[config.mk]
export PLATFORM = sky130hd
export DESIGN_NAME = spin_window_freq_adjust
export DESIGN_NICKNAME = d
export VERILOG_FILES = /design/src/sv/swfa_pkg.sv /design/src/sv/swfa_ctrl.sv /design/src/sv/swfa_dpath.sv /design/src/sv/spin_window_freq_adjust.sv
export SDC_FILE = /design/constraint.sdc
export NUM_CORES = 1
export LEC_CHECK = 0
export BUFFER_PORTS_ARGS = -buffer_cell sky130_fd_sc_hd__buf_2
export CAP_MARGIN = 20
export CELL_PAD_IN_SITES_DETAIL_PLACEMENT = 0
export CELL_PAD_IN_SITES_GLOBAL_PLACEMENT = 1
export CORE_MARGIN = 2
export CORE_UTILIZATION = 50
export CTS_CLUSTER_SIZE = 16
export DETAILED_ROUTE_END_ITERATION = 16
export GPL_ROUTABILITY_DRIVEN = 0
export GPL_TIMING_DRIVEN = 1
export PLACE_DENSITY_LB_ADDON = 0.1
export SYNTH_ARGS = -nofsm -noshare
export SYNTH_HDL_FRONTEND = slang
export SYNTH_HIERARCHICAL = 1
export SYNTH_SLANG_ARGS = --single-unit
[constraint.sdc]
create_clock -name clock -period 11 [get_ports clock]
set_clock_uncertainty 0.15 [all_clocks]
set_input_delay 1.1 -clock clock [delete_from_list [all_inputs] [get_ports clock]]
set_output_delay 1.1 -clock clock [all_outputs]
set_load 0.01 [all_outputs]
[src/sv/swfa_pkg.sv]
// shared types and constants for the spin window frequency adjust block
package swfa_pkg;

   localparam int WINDOW_BITS = 8;
   localparam int SCALE_BITS  = 8;
   localparam int LEVEL_BITS  = WINDOW_BITS + SCALE_BITS;
   localparam int DELTA_BITS  = 9;
   localparam int QUO_BITS    = 8;
   localparam int CSR_IDX_BITS = 2;
   localparam int CSR_DATA_BITS = 8;

   localparam logic [CSR_IDX_BITS-1:0] CSR_INC_SCALE  = 2'd0;
   localparam logic [CSR_IDX_BITS-1:0] CSR_DEC_SCALE  = 2'd1;
   localparam logic [CSR_IDX_BITS-1:0] CSR_CORE_COUNT = 2'd2;

   localparam logic [SCALE_BITS-1:0]  INC_SCALE_RST  = 8'd1;
   localparam logic [SCALE_BITS-1:0]  DEC_SCALE_RST  = 8'd1;
   localparam logic [WINDOW_BITS-1:0] CORE_COUNT_RST = 8'd8;

   typedef enum logic [5:0] {
      ST_IDLE    = 6'b000001,
      ST_INC_CHK = 6'b000010,
      ST_DIV     = 6'b000100,
      ST_FIN     = 6'b001000,
      ST_DEC_CHK = 6'b010000,
      ST_OUT     = 6'b100000
   } state_type;

   typedef struct packed {
      logic load;
      logic mul;
      logic div_step;
      logic fin;
      logic dec_side;
      logic push;
   } cmd_type;

   typedef struct packed {
      logic skip;
      logic inc_hit;
      logic dec_hit;
   } status_type;

endpackage

[src/sv/swfa_ctrl.sv]
// sequencing state machine for the spin window frequency adjust block
module swfa_ctrl (
   input  logic                clock,
   input  logic                reset,
   input  logic                req_valid,
   output logic                req_stall,
   output logic                rsp_valid,
   input  logic                rsp_stall,
   input  swfa_pkg::status_type status,
   output swfa_pkg::cmd_type    cmd
);
   import swfa_pkg::*;

   state_type             state_ff, state_in;
   logic [2:0]            cnt_ff, cnt_in;
   logic                  side_ff, side_in;
   logic                  rsp_valid_ff, rsp_valid_in;

   assign req_stall = (state_ff != ST_IDLE);
   assign rsp_valid = rsp_valid_ff;

   always_comb begin
      state_in     = state_ff;
      cnt_in       = cnt_ff;
      side_in      = side_ff;
      rsp_valid_in = rsp_valid_ff & rsp_stall;
      cmd          = '0;
      cmd.dec_side = side_ff;
      case (state_ff)
         ST_IDLE: begin
            if (req_valid) begin
               cmd.load = 1'b1;
               state_in = ST_INC_CHK;
            end
         end
         ST_INC_CHK: begin
            if (status.skip) begin
               state_in = ST_OUT;
            end else if (status.inc_hit) begin
               side_in      = 1'b0;
               cmd.dec_side = 1'b0;
               cmd.mul      = 1'b1;
               cnt_in       = '0;
               state_in     = ST_DIV;
            end else begin
               state_in = ST_DEC_CHK;
            end
         end
         ST_DIV: begin
            cmd.div_step = 1'b1;
            cnt_in       = cnt_ff + 3'd1;
            if (cnt_ff == 3'd7) begin
               state_in = ST_FIN;
            end
         end
         ST_FIN: begin
            cmd.fin  = 1'b1;
            state_in = side_ff ? ST_OUT : ST_DEC_CHK;
         end
         ST_DEC_CHK: begin
            if (status.dec_hit) begin
               side_in      = 1'b1;
               cmd.dec_side = 1'b1;
               cmd.mul      = 1'b1;
               cnt_in       = '0;
               state_in     = ST_DIV;
            end else begin
               state_in = ST_OUT;
            end
         end
         ST_OUT: begin
            // output slot free or being emptied this cycle
            if (!rsp_valid_ff || !rsp_stall) begin
               cmd.push     = 1'b1;
               rsp_valid_in = 1'b1;
               state_in     = ST_IDLE;
            end
         end
         default: begin
            state_in = ST_IDLE;
         end
      endcase
   end

   always_ff @(posedge clock) begin
      if (reset) begin
         state_ff     <= ST_IDLE;
         cnt_ff       <= '0;
         side_ff      <= 1'b0;
         rsp_valid_ff <= 1'b0;
      end else begin
         state_ff     <= state_in;
         cnt_ff       <= cnt_in;
         side_ff      <= side_in;
         rsp_valid_ff <= rsp_valid_in;
      end
   end

endmodule

[src/sv/swfa_dpath.sv]
// counters, trigger compare, divider and delta limiting for the adjust block
module swfa_dpath #(
   parameter int COUNT_BITS = 16
) (
   input  logic                                 clock,
   input  logic                                 reset,
   input  logic                                 csr_write_en,
   input  logic [swfa_pkg::CSR_IDX_BITS-1:0]    csr_index,
   input  logic [swfa_pkg::CSR_DATA_BITS-1:0]   csr_write_data,
   input  logic                                 req_slept,
   input  logic                                 req_spun,
   input  logic                                 req_window_updated,
   input  logic [swfa_pkg::WINDOW_BITS-1:0]     req_window_size,
   input  swfa_pkg::cmd_type                    cmd,
   output swfa_pkg::status_type                 status,
   output logic signed [swfa_pkg::DELTA_BITS-1:0] rsp_delta,
   output logic                                 rsp_apply
);
   import swfa_pkg::*;

   localparam int CB = COUNT_BITS;
   localparam int NW = CB + WINDOW_BITS;
   localparam int RW = CB + 2;
   localparam int CW = CB + LEVEL_BITS + 2;
   localparam logic signed [CB-1:0] HMAX = {1'b0, {(CB-1){1'b1}}};
   localparam logic signed [CB-1:0] HMIN = {1'b1, {(CB-1){1'b0}}};
   localparam logic [CB-1:0]        UMAX = {CB{1'b1}};

   logic [SCALE_BITS-1:0]         inc_scale_ff, inc_scale_in;
   logic [SCALE_BITS-1:0]         dec_scale_ff, dec_scale_in;
   logic [WINDOW_BITS-1:0]        core_ff, core_in;

   logic signed [CB-1:0]          heur_ff, heur_in;
   logic [CB-1:0]                 late_ff, late_in;
   logic [CB-1:0]                 early_ff, early_in;

   logic [WINDOW_BITS-1:0]        window_ff, window_in;
   logic                          skip_ff, skip_in;
   logic [LEVEL_BITS-1:0]         inc_level_ff, inc_level_in;
   logic [LEVEL_BITS-1:0]         dec_level_ff, dec_level_in;

   logic [7:0]                    n_lo_ff, n_lo_in;
   logic [CB:0]                   total_ff, total_in;
   logic [RW-1:0]                 rem_ff, rem_in;
   logic [QUO_BITS-1:0]           quo_ff, quo_in;
   logic signed [DELTA_BITS-1:0]  delta_ff, delta_in;
   logic signed [DELTA_BITS-1:0]  rsp_delta_ff, rsp_delta_in;
   logic                          rsp_apply_ff, rsp_apply_in;

   logic signed [CW-1:0]          heur_ext, inc_ext, dec_ext;
   logic [CB-1:0]                 part;
   logic [NW-1:0]                 prod;
   logic [RW-1:0]                 shifted, tot_ext;
   logic [QUO_BITS-1:0]           q_eff;
   logic [DELTA_BITS-1:0]         win_x, q_x, core_x, sum_x;

   // trigger compare in a width that holds both the counter and the level
   assign heur_ext = CW'(heur_ff);
   assign inc_ext  = signed'(CW'(inc_level_ff));
   assign dec_ext  = signed'(CW'(dec_level_ff));

   assign status.skip    = skip_ff;
   assign status.inc_hit = (heur_ext == inc_ext);
   assign status.dec_hit = (heur_ext == -dec_ext);

   assign part    = cmd.dec_side ? early_ff : late_ff;
   assign prod    = NW'(window_ff) * NW'(part);
   assign tot_ext = RW'(total_ff);
   assign shifted = {rem_ff[RW-2:0], n_lo_ff[7]};
   assign q_eff   = (total_ff == '0) ? '0 : quo_ff;
   assign win_x   = {1'b0, window_ff};
   assign q_x     = {1'b0, q_eff};
   assign core_x  = {1'b0, core_ff};
   assign sum_x   = win_x + q_x;

   always_comb begin
      inc_scale_in = inc_scale_ff;
      dec_scale_in = dec_scale_ff;
      core_in      = core_ff;
      if (csr_write_en) begin
         case (csr_index)
            CSR_INC_SCALE:  inc_scale_in = csr_write_data;
            CSR_DEC_SCALE:  dec_scale_in = csr_write_data;
            CSR_CORE_COUNT: core_in      = csr_write_data;
            default: ;
         endcase
      end
   end

   always_comb begin
      heur_in      = heur_ff;
      late_in      = late_ff;
      early_in     = early_ff;
      window_in    = window_ff;
      skip_in      = skip_ff;
      inc_level_in = inc_level_ff;
      dec_level_in = dec_level_ff;
      n_lo_in      = n_lo_ff;
      total_in     = total_ff;
      rem_in       = rem_ff;
      quo_in       = quo_ff;
      delta_in     = delta_ff;
      rsp_delta_in = rsp_delta_ff;
      rsp_apply_in = rsp_apply_ff;

      if (cmd.load) begin
         window_in    = req_window_size;
         skip_in      = req_window_updated;
         inc_level_in = LEVEL_BITS'(req_window_size) * LEVEL_BITS'(inc_scale_ff);
         dec_level_in = LEVEL_BITS'(req_window_size) * LEVEL_BITS'(dec_scale_ff);
         delta_in     = '0;
         if (!req_window_updated) begin
            // late event: slept without spinning
            if (req_slept && !req_spun) begin
               if (heur_ff != HMAX) heur_in = heur_ff + CB'(1);
               if (late_ff != UMAX) late_in = late_ff + CB'(1);
            end
            // early event: spun without sleeping
            if (!req_slept && req_spun) begin
               if (heur_ff != HMIN) heur_in  = heur_ff - CB'(1);
               if (early_ff != UMAX) early_in = early_ff + CB'(1);
            end
         end
      end

      if (cmd.mul) begin
         // quotient fits in 8 bits, so the upper dividend bits seed the remainder
         n_lo_in  = prod[7:0];
         rem_in   = RW'(prod[NW-1:8]);
         total_in = {1'b0, late_ff} + {1'b0, early_ff};
         quo_in   = '0;
      end

      if (cmd.div_step) begin
         n_lo_in = {n_lo_ff[6:0], 1'b0};
         if (shifted >= tot_ext) begin
            rem_in = shifted - tot_ext;
            quo_in = {quo_ff[QUO_BITS-2:0], 1'b1};
         end else begin
            rem_in = shifted;
            quo_in = {quo_ff[QUO_BITS-2:0], 1'b0};
         end
      end

      if (cmd.fin) begin
         if (cmd.dec_side) begin
            // keep window + delta at least one
            if (q_eff >= window_ff) delta_in = signed'(DELTA_BITS'(1) - win_x);
            else delta_in = signed'(-q_x);
         end else begin
            // cap window + delta at the core count
            if (sum_x > core_x) delta_in = signed'(core_x - win_x);
            else delta_in = signed'(q_x);
         end
         heur_in  = '0;
         late_in  = '0;
         early_in = '0;
      end

      if (cmd.push) begin
         rsp_delta_in = delta_ff;
         rsp_apply_in = (delta_ff != '0);
      end
   end

   always_ff @(posedge clock) begin
      if (reset) begin
         inc_scale_ff <= INC_SCALE_RST;
         dec_scale_ff <= DEC_SCALE_RST;
         core_ff      <= CORE_COUNT_RST;
         heur_ff      <= '0;
         late_ff      <= '0;
         early_ff     <= '0;
      end else begin
         inc_scale_ff <= inc_scale_in;
         dec_scale_ff <= dec_scale_in;
         core_ff      <= core_in;
         heur_ff      <= heur_in;
         late_ff      <= late_in;
         early_ff     <= early_in;
      end
   end

   always_ff @(posedge clock) begin
      window_ff    <= window_in;
      skip_ff      <= skip_in;
      inc_level_ff <= inc_level_in;
      dec_level_ff <= dec_level_in;
      n_lo_ff      <= n_lo_in;
      total_ff     <= total_in;
      rem_ff       <= rem_in;
      quo_ff       <= quo_in;
      delta_ff     <= delta_in;
      rsp_delta_ff <= rsp_delta_in;
      rsp_apply_ff <= rsp_apply_in;
   end

   assign rsp_delta = rsp_delta_ff;
   assign rsp_apply = rsp_apply_ff;

endmodule

[src/sv/spin_window_freq_adjust.sv]
// spin window frequency adjust: top level
// Takes one lock-acquisition report per req_ transaction and returns one rsp_
// transaction holding the signed window delta and an apply flag.
// Both channels are valid/stall: a transaction moves on a rising edge with
// valid high and stall low. req_stall is high while an item is in progress.
// A skipped item goes from the increase check straight to the output state.
// Otherwise it passes the increase check and the decrease check, and each
// trigger that fires adds the divider steps and a finish step before the
// output state. The fraction window*events/total is computed, once the
// product is registered, in a radix-2 divider: one quotient bit a cycle.
// The finished result waits in an output register; while rsp_stall is high
// the result holds and the next item cannot finish, so req_stall stays high.
// Reset (synchronous) clears the heuristic counter and event counts and
// loads increase_scale = 1, decrease_scale = 1, core_count = 8.
// csr_ writes are taken on any edge with csr_write_en high and are meant for
// idle periods only; index 3 is ignored.
module spin_window_freq_adjust #(
   parameter int COUNT_BITS = 16
) (
   input  logic                                 clock,
   input  logic                                 reset,
   input  logic                                 csr_write_en,
   input  logic [swfa_pkg::CSR_IDX_BITS-1:0]    csr_index,
   input  logic [swfa_pkg::CSR_DATA_BITS-1:0]   csr_write_data,
   input  logic                                 req_valid,
   output logic                                 req_stall,
   input  logic                                 req_slept,
   input  logic                                 req_spun,
   input  logic                                 req_window_updated,
   input  logic [swfa_pkg::WINDOW_BITS-1:0]     req_window_size,
   output logic                                 rsp_valid,
   input  logic                                 rsp_stall,
   output logic signed [swfa_pkg::DELTA_BITS-1:0] rsp_delta,
   output logic                                 rsp_apply
);
   import swfa_pkg::*;

   cmd_type    cmd;
   status_type status;

   swfa_ctrl u_ctrl (
      .clock     (clock),
      .reset     (reset),
      .req_valid (req_valid),
      .req_stall (req_stall),
      .rsp_valid (rsp_valid),
      .rsp_stall (rsp_stall),
      .status    (status),
      .cmd       (cmd)
   );

   swfa_dpath #(
      .COUNT_BITS (COUNT_BITS)
   ) u_dpath (
      .clock              (clock),
      .reset              (reset),
      .csr_write_en       (csr_write_en),
      .csr_index          (csr_index),
      .csr_write_data     (csr_write_data),
      .req_slept          (req_slept),
      .req_spun           (req_spun),
      .req_window_updated (req_window_updated),
      .req_window_size    (req_window_size),
      .cmd                (cmd),
      .status             (status),
      .rsp_delta          (rsp_delta),
      .rsp_apply          (rsp_apply)
   );

endmodule

==> flow_summary_export.csv, run 1 <==
group,metric,value,unit
layout,diodes,0,
drt,vias_per_cell,5.50,
clocking,clock_latency,0.47,ns
layout,fill_cells,3618,
setup_path,crit_path_end_kind,"register",
flow_run,drv_cap,0,
setup_path,cp-start-kind,"register",
global_route,grt_overflow,0,
min_path,hold_start,"u_dpath/delta_ff[3]",
die,rows,72,
timing,min_period,9.90,ns
synth,synth_warnings,6,
drt,vias,14900,
place,io_buffer_count,37,
synth,ys.flop_type,"edfxtp_1",
global_route,use_met2,40.6,%
setup_path,cp-startpoint,"u_dpath/dec_level_ff[2]",
global_route,use_met1,33.6,%
pwr,powerDensity,84.9,nW/µm²
die,num_io_pins,38,
timing,slew_headroom,32.7,%
global_route,use_met3,3.58,%
synth,synthTopCellsByArea,"edfxtp_1 17%, fa_1 16%, ha_1 12%, dfxtp_1 8.5%, inv_1 5.4%",
synth,synth_nets,2570,
layout,regArea,4950,µm²
synth,syn_area_per_cell,9.03,µm²
timing,hold_viol,0,
clocking,postCtsSetupBuffers,0,
clocking,hold_buffers,0,
synth,yosys.area.top_type_share,16.6,%
die,coreArea,38800,µm²
die,die_area,41100,µm²
drt,drc,0,
timing,tns,0,ns
timing,fmax,101,MHz
layout,multi_input_area,13400,µm²
setup_path,crit_path_max_fanout,10,
global_route,grt_pass1_vias,15000,
synth,netlist_instances,2188,
synth,synth_top_cell_by_area,"edfxtp_1",
synth,synth.most_common_cell,"inv_1",
setup_path,path_class,"reg2reg",
drt,post_drt_wl_per_cell,17.8,µm
clocking,cts_sinks,193,
pwr,leakage,9.50,nW
layout,finalInstanceArea,20900,µm²
die,initial_utilization,50.9,%
synth,yosysSeqAreaShare,25.1,%
global_route,grt_usage,24.4,%
min_path,hp-class,"reg2reg",
setup_path,worstPathRequired,11.07,ns
timing,worst_slew_pin_slew,0.981,ns
global_route,busiest_layer,"met2",
layout,synthToLayoutAreaGrowth,6.02,%
clocking,cts.clk_slew.worst_paths,0.07,ns
timing,min_period_over_period,90.0,%
clocking,root_buffer,"clkbuf_16",
die,die_y,203,µm
drt,postRouteAntennaNets,0,
synth,ys_top_cells_by_count,"282 x inv_1, 259 x nor2_1, 196 x ha_1",
timing,setup_viol,0,
pwr,peakVddDrop,0.118,mV
drt,wl,48300,µm
clocking,cts_tree,"done",
synth,ys_seq_elements,193,
setup_path,crit_arrival,9.98,ns
layout,drive_above_1_share,5.25,%
clocking,numCtsBuffers,17,
setup_path,cpMostUsedCell,"fa_1",
synth,ys_async_sr_fraction,0,%
place,placed_area,20300,µm²
synth,syn_area,19800,µm²
place,place_hpwl,37900,µm
drt,drtIter0Drc,968,
layout,nets,2560,
synth,synth.distinct_cells,89,
setup_path,cpMaxStageDelayCell,"mux2i_1",
global_route,grt_pass1_wl,79700,µm
timing,final-max-slew-violation-count,0,
outcome,status,"complete, no violations",
timing,rsz0062_at_grt,"no",
clocking,clock_path_buffers,2,
clocking,cts.repair.resized,0,
setup_path,r2r-start,"u_dpath/dec_level_ff[2]",
global_route,antenna_found_initial,0,
die,die_width,203,µm
clocking,cts.htree.levels,4,
synth,synth_edf_count,109,
setup_path,cp_slowest_stage_delay,0.59,ns
drt,dr.pass1.iters,5,
global_route,grt_max_degree,52,
## path summary, 6_finish.rpt
kind / end / slack [ns] / cells past startpoint
hold / removal: u_dpath/rsp_delta[3] / 0.30 / 0
hold reg to reg: u_dpath/rsp_delta[3] / 0.30 / 0
setup reg to reg: u_dpath/rem_ff[15] / 1.10 / 34
setup / recovery: u_dpath/rem_ff[15] / 1.10 / 34
## metrics by stage
| step | std cells | worst slack [ns] | utilization, % | hold slack, ns | power, mW |
|---|---|---|---|---|---|
| after floorplan | 2188 | 1.86 | - | 0.277 | 1.06 |
| after global placement | 2676 | 1.39 | 52.4 | 0.284 | 1.14 |
| after detailed placement | 2676 | 1.13 | 52.4 | 0.288 | 1.14 |
| after CTS | 2708 | 1.10 | 53.9 | 0.305 | 1.80 |
| after global routing | 2709 | 0.532 | 53.9 | 0.316 | 1.86 |
| final | 2709 | 1.10 | 53.9 | 0.302 | 1.78 |
## cells in the final DEF (no fill, tap or decap), types with 16 or more instances in the layout
master and count:
clkbuf_16 17, and2_1 79, nand4_1 21, o21a_1 18
buf_2 37, nand2_1 148, fa_1 160, or3_1 17
nand3_1 42, dfxtp_1 84, xor2_1 44, inv_1 282
nor4_1 17, o21ai_0 54, nor2b_1 35, a21o_1 16
xnor2_1 107, nor2_1 257, a21oi_1 95, ha_1 196
nor3_1 52, mux2i_1 50, nand2b_1 38, edfxtp_1 109
## worst max-delay path: cells and delay by family (launching register included)
family / cells / cell delay [ns]
AND/OR/NAND/NOR: 12 / 2.64
flip-flops: 1 / 0.42
buffers and inverters: 4 / 0.46
adder cells (fa/ha/maj): 6 / 2.61
multiplexers: 1 / 0.59
XOR/XNOR: 2 / 0.29
AO/OA/AOI/OAI: 9 / 2.47
## state kept, by name, indices dropped and copies added (netlist names), 16 cells and up
signal	flops
u_dpath/rem_ff	17
u_dpath/total_ff	17
u_dpath/inc_level_ff	16
u_dpath/early_ff	16
u_dpath/dec_level_ff	16
u_dpath/late_ff	16
u_dpath/heur_ff	16
## power breakdown
part	switching (mW)	leakage, nW	internal, mW
clock	0.313	0.283	0.342
combinational	0.169	7.51	0.119
sequential	0.0423	1.70	0.793
## cell families after synthesis
| kind of cell | share of synthesized area [%] |
|---|---|
| xor+xnor | 6.69 |
| compound gates | 11.1 |
| simple gates | 18.7 |
| fa+ha+maj | 28.6 |
| buf+inv | 7.04 |
| flops | 25.1 |
| mux | 2.82 |
## metal layers
metal / vias to the layer above / wire length [µm]
met1: 7227 / 22800
li1: 7324 / -
met5: - / 0
met4: 0 / 851
met2: 313 / 22600
met3: 46 / 2010
## area by class of cell
| cell class | instances | share of cell area (%) |
|---|---|---|
| Clock buffer | 17 | 2.03 |
| Clock inverter | 15 | 0.830 |
| Inverter | 283 | 5.07 |
| Multi-Input combinational cell | 1638 | 64.1 |
| Sequential cell | 193 | 23.7 |
| Tap cell | 518 | 3.09 |
| Timing Repair Buffer | 45 | 1.21 |
(Power assumes the default switching activity.)
==> run 2, diff against run 1 <==
CTS_CLUSTER_DIAMETER = 30   (was unset)
REMOVE_ABC_BUFFERS = 1   (was unset)
==> flow_summary_export.csv, run 2 (same netlist as run 1, synthesis figures left out) <==
group,metric,value,unit
clocking,root_buffer,"clkbuf_16",
clocking,cts.htree.levels,4,
layout,finish.utilization,53.9,%
place,place_hpwl,38400,µm
die,die_area,41100,µm²
flow_run,drv_cap,0,
setup_path,crit_path_max_fanout,9,
setup_path,cpMaxStageDelayCell,"mux2i_1",
clocking,postCtsSetupBuffers,0,
global_route,use_met3,4.04,%
timing,tns,0,ns
layout,diodes,0,
timing,setup_viol,0,
global_route,grt_pass1_vias,15400,
drt,wl,49400,µm
clocking,cts_sinks,193,
layout,final_common_cell,"inv_1",
outcome,status,"complete, no violations",
global_route,use_met1,31.0,%
setup_path,cpMostUsedCell,"fa_1",
setup_path,crit_path_end_kind,"register",
timing,setup_ws,1.33,ns
timing,min_period,9.67,ns
layout,nets,2562,
clocking,numCtsBuffers,17,
global_route,grt_pass1_wl,80500,µm
setup_path,crit_arrival,9.78,ns
global_route,grt_max_degree,53,
timing,rsz0062_at_grt,"no",
drt,postRouteAntennaNets,0,
timing,final-max-slew-violation-count,0,
setup_path,cp-start-kind,"register",
min_path,hp-class,"reg2reg",
timing,fmax,103,MHz
global_route,use_met2,44.0,%
pwr,leakage,9.52,nW
die,die_width,203,µm
clocking,cts_tree,"done",
timing,slew_headroom,34.4,%
pwr,peakVddDrop,0.109,mV
pwr,power_switching,0.538,mW
timing,hold_slack,0.306,ns
global_route,antenna_found_initial,0,
die,num_io_pins,38,
pwr,powerDensity,84.6,nW/µm²
timing,min_period_over_period,87.9,%
pwr,power_frac_comb,16.6,%
clocking,clock_latency,0.50,ns
clocking,cts.repair.resized,0,
pwr,p_int,1.23,mW
setup_path,cp_num_buf_inv,4,
timing,hold_viol,0,
layout,top_regs,"u_dpath/rem_ff: 17 flops, u_dpath/total_ff: 17 flops",
global_route,busiest_layer,"met2",
place,io_buffer_count,37,
clocking,cts.clk_slew.worst_paths,0.08,ns
global_route,grt_usage,25.1,%
layout,layout_common_cells,"282 x inv_1, 257 x nor2_1, 196 x ha_1",
die,die_y,203,µm
setup_path,path_class,"reg2reg",
drt,vias,15100,
clocking,clock_path_buffers,2,
die,coreArea,38800,µm²
layout,finalInstanceArea,20900,µm²
layout,synthToLayoutAreaGrowth,5.94,%
global_route,grt_overflow,0,
place,placed_area,20400,µm²
pwr,p_clk_share,36.3,%
clocking,hold_buffers,0,
die,rows,72,
setup_path,cp_slowest_stage_delay,0.63,ns
pwr,p_sw_share,30.4,%
die,initial_utilization,50.9,%
timing,worst_slew_pin_slew,0.956,ns
drt,vias_per_cell,5.56,
place,dp_slack,1.32,ns
pwr,p_seq_share,47.1,%
drt,post_drt_wl_per_cell,18.2,µm
layout,drive_above_1_share,5.34,%
drt,dr.pass1.iters,5,
drt,drtIter0Drc,1004,
setup_path,crit_family,"adder cells",
setup_path,worstPathRequired,11.10,ns
drt,drc,0,
## run 2: metal layers
layer  wire length, µm  vias to the layer above  share of wire, %
li1                  -                     7335                 -
met1             21500                     7383                44
met2             24700                      287                50
met3              1590                       79               3.2
met4              1540                        0               3.1
met5                 0                        -                 0
## run 2: stage by stage
stage / total power [mW] / instances
final: 1.77 / 2711
after floorplan: 1.05 / 2114
after CTS: 1.79 / 2711
after detailed placement: 1.15 / 2679
after global routing: 1.86 / 2711
after global placement: 1.14 / 2679
## run 2: power by group through the flow
| stage | sequential [mW] | combinational, mW | clock, mW |
|---|---|---|---|
| after floorplan | 0.833 | 0.215 | 0 |
| after global placement | 0.849 | 0.292 | 0 |
| after detailed placement | 0.850 | 0.295 | 0 |
| after CTS | 0.834 | 0.297 | 0.664 |
| after global routing | 0.837 | 0.333 | 0.691 |
| final | 0.834 | 0.295 | 0.643 |
## run 2: worst paths after layout
check | startpoint | endpoint | slack, ns | cells past startpoint
worst max register to register | u_dpath/dec_level_ff[2] | u_dpath/rem_ff[15] | 1.33 | 34
worst min register to register | u_dpath/delta_ff[0] | u_dpath/rsp_delta[0] | 0.31 | 0
worst min-delay path | u_dpath/delta_ff[0] | u_dpath/rsp_delta[0] | 0.31 | 0
worst max-delay path | u_dpath/dec_level_ff[2] | u_dpath/rem_ff[15] | 1.33 | 34
## run 2: area by class of cell
class	instances	area, µm²
Fill cell	3648	17900
Multi-Input combinational cell	1638	13400
Sequential cell	193	4950
Inverter	283	1060
Tap cell	518	648
Clock buffer	18	429
Timing Repair Buffer	47	260
Clock inverter	14	148
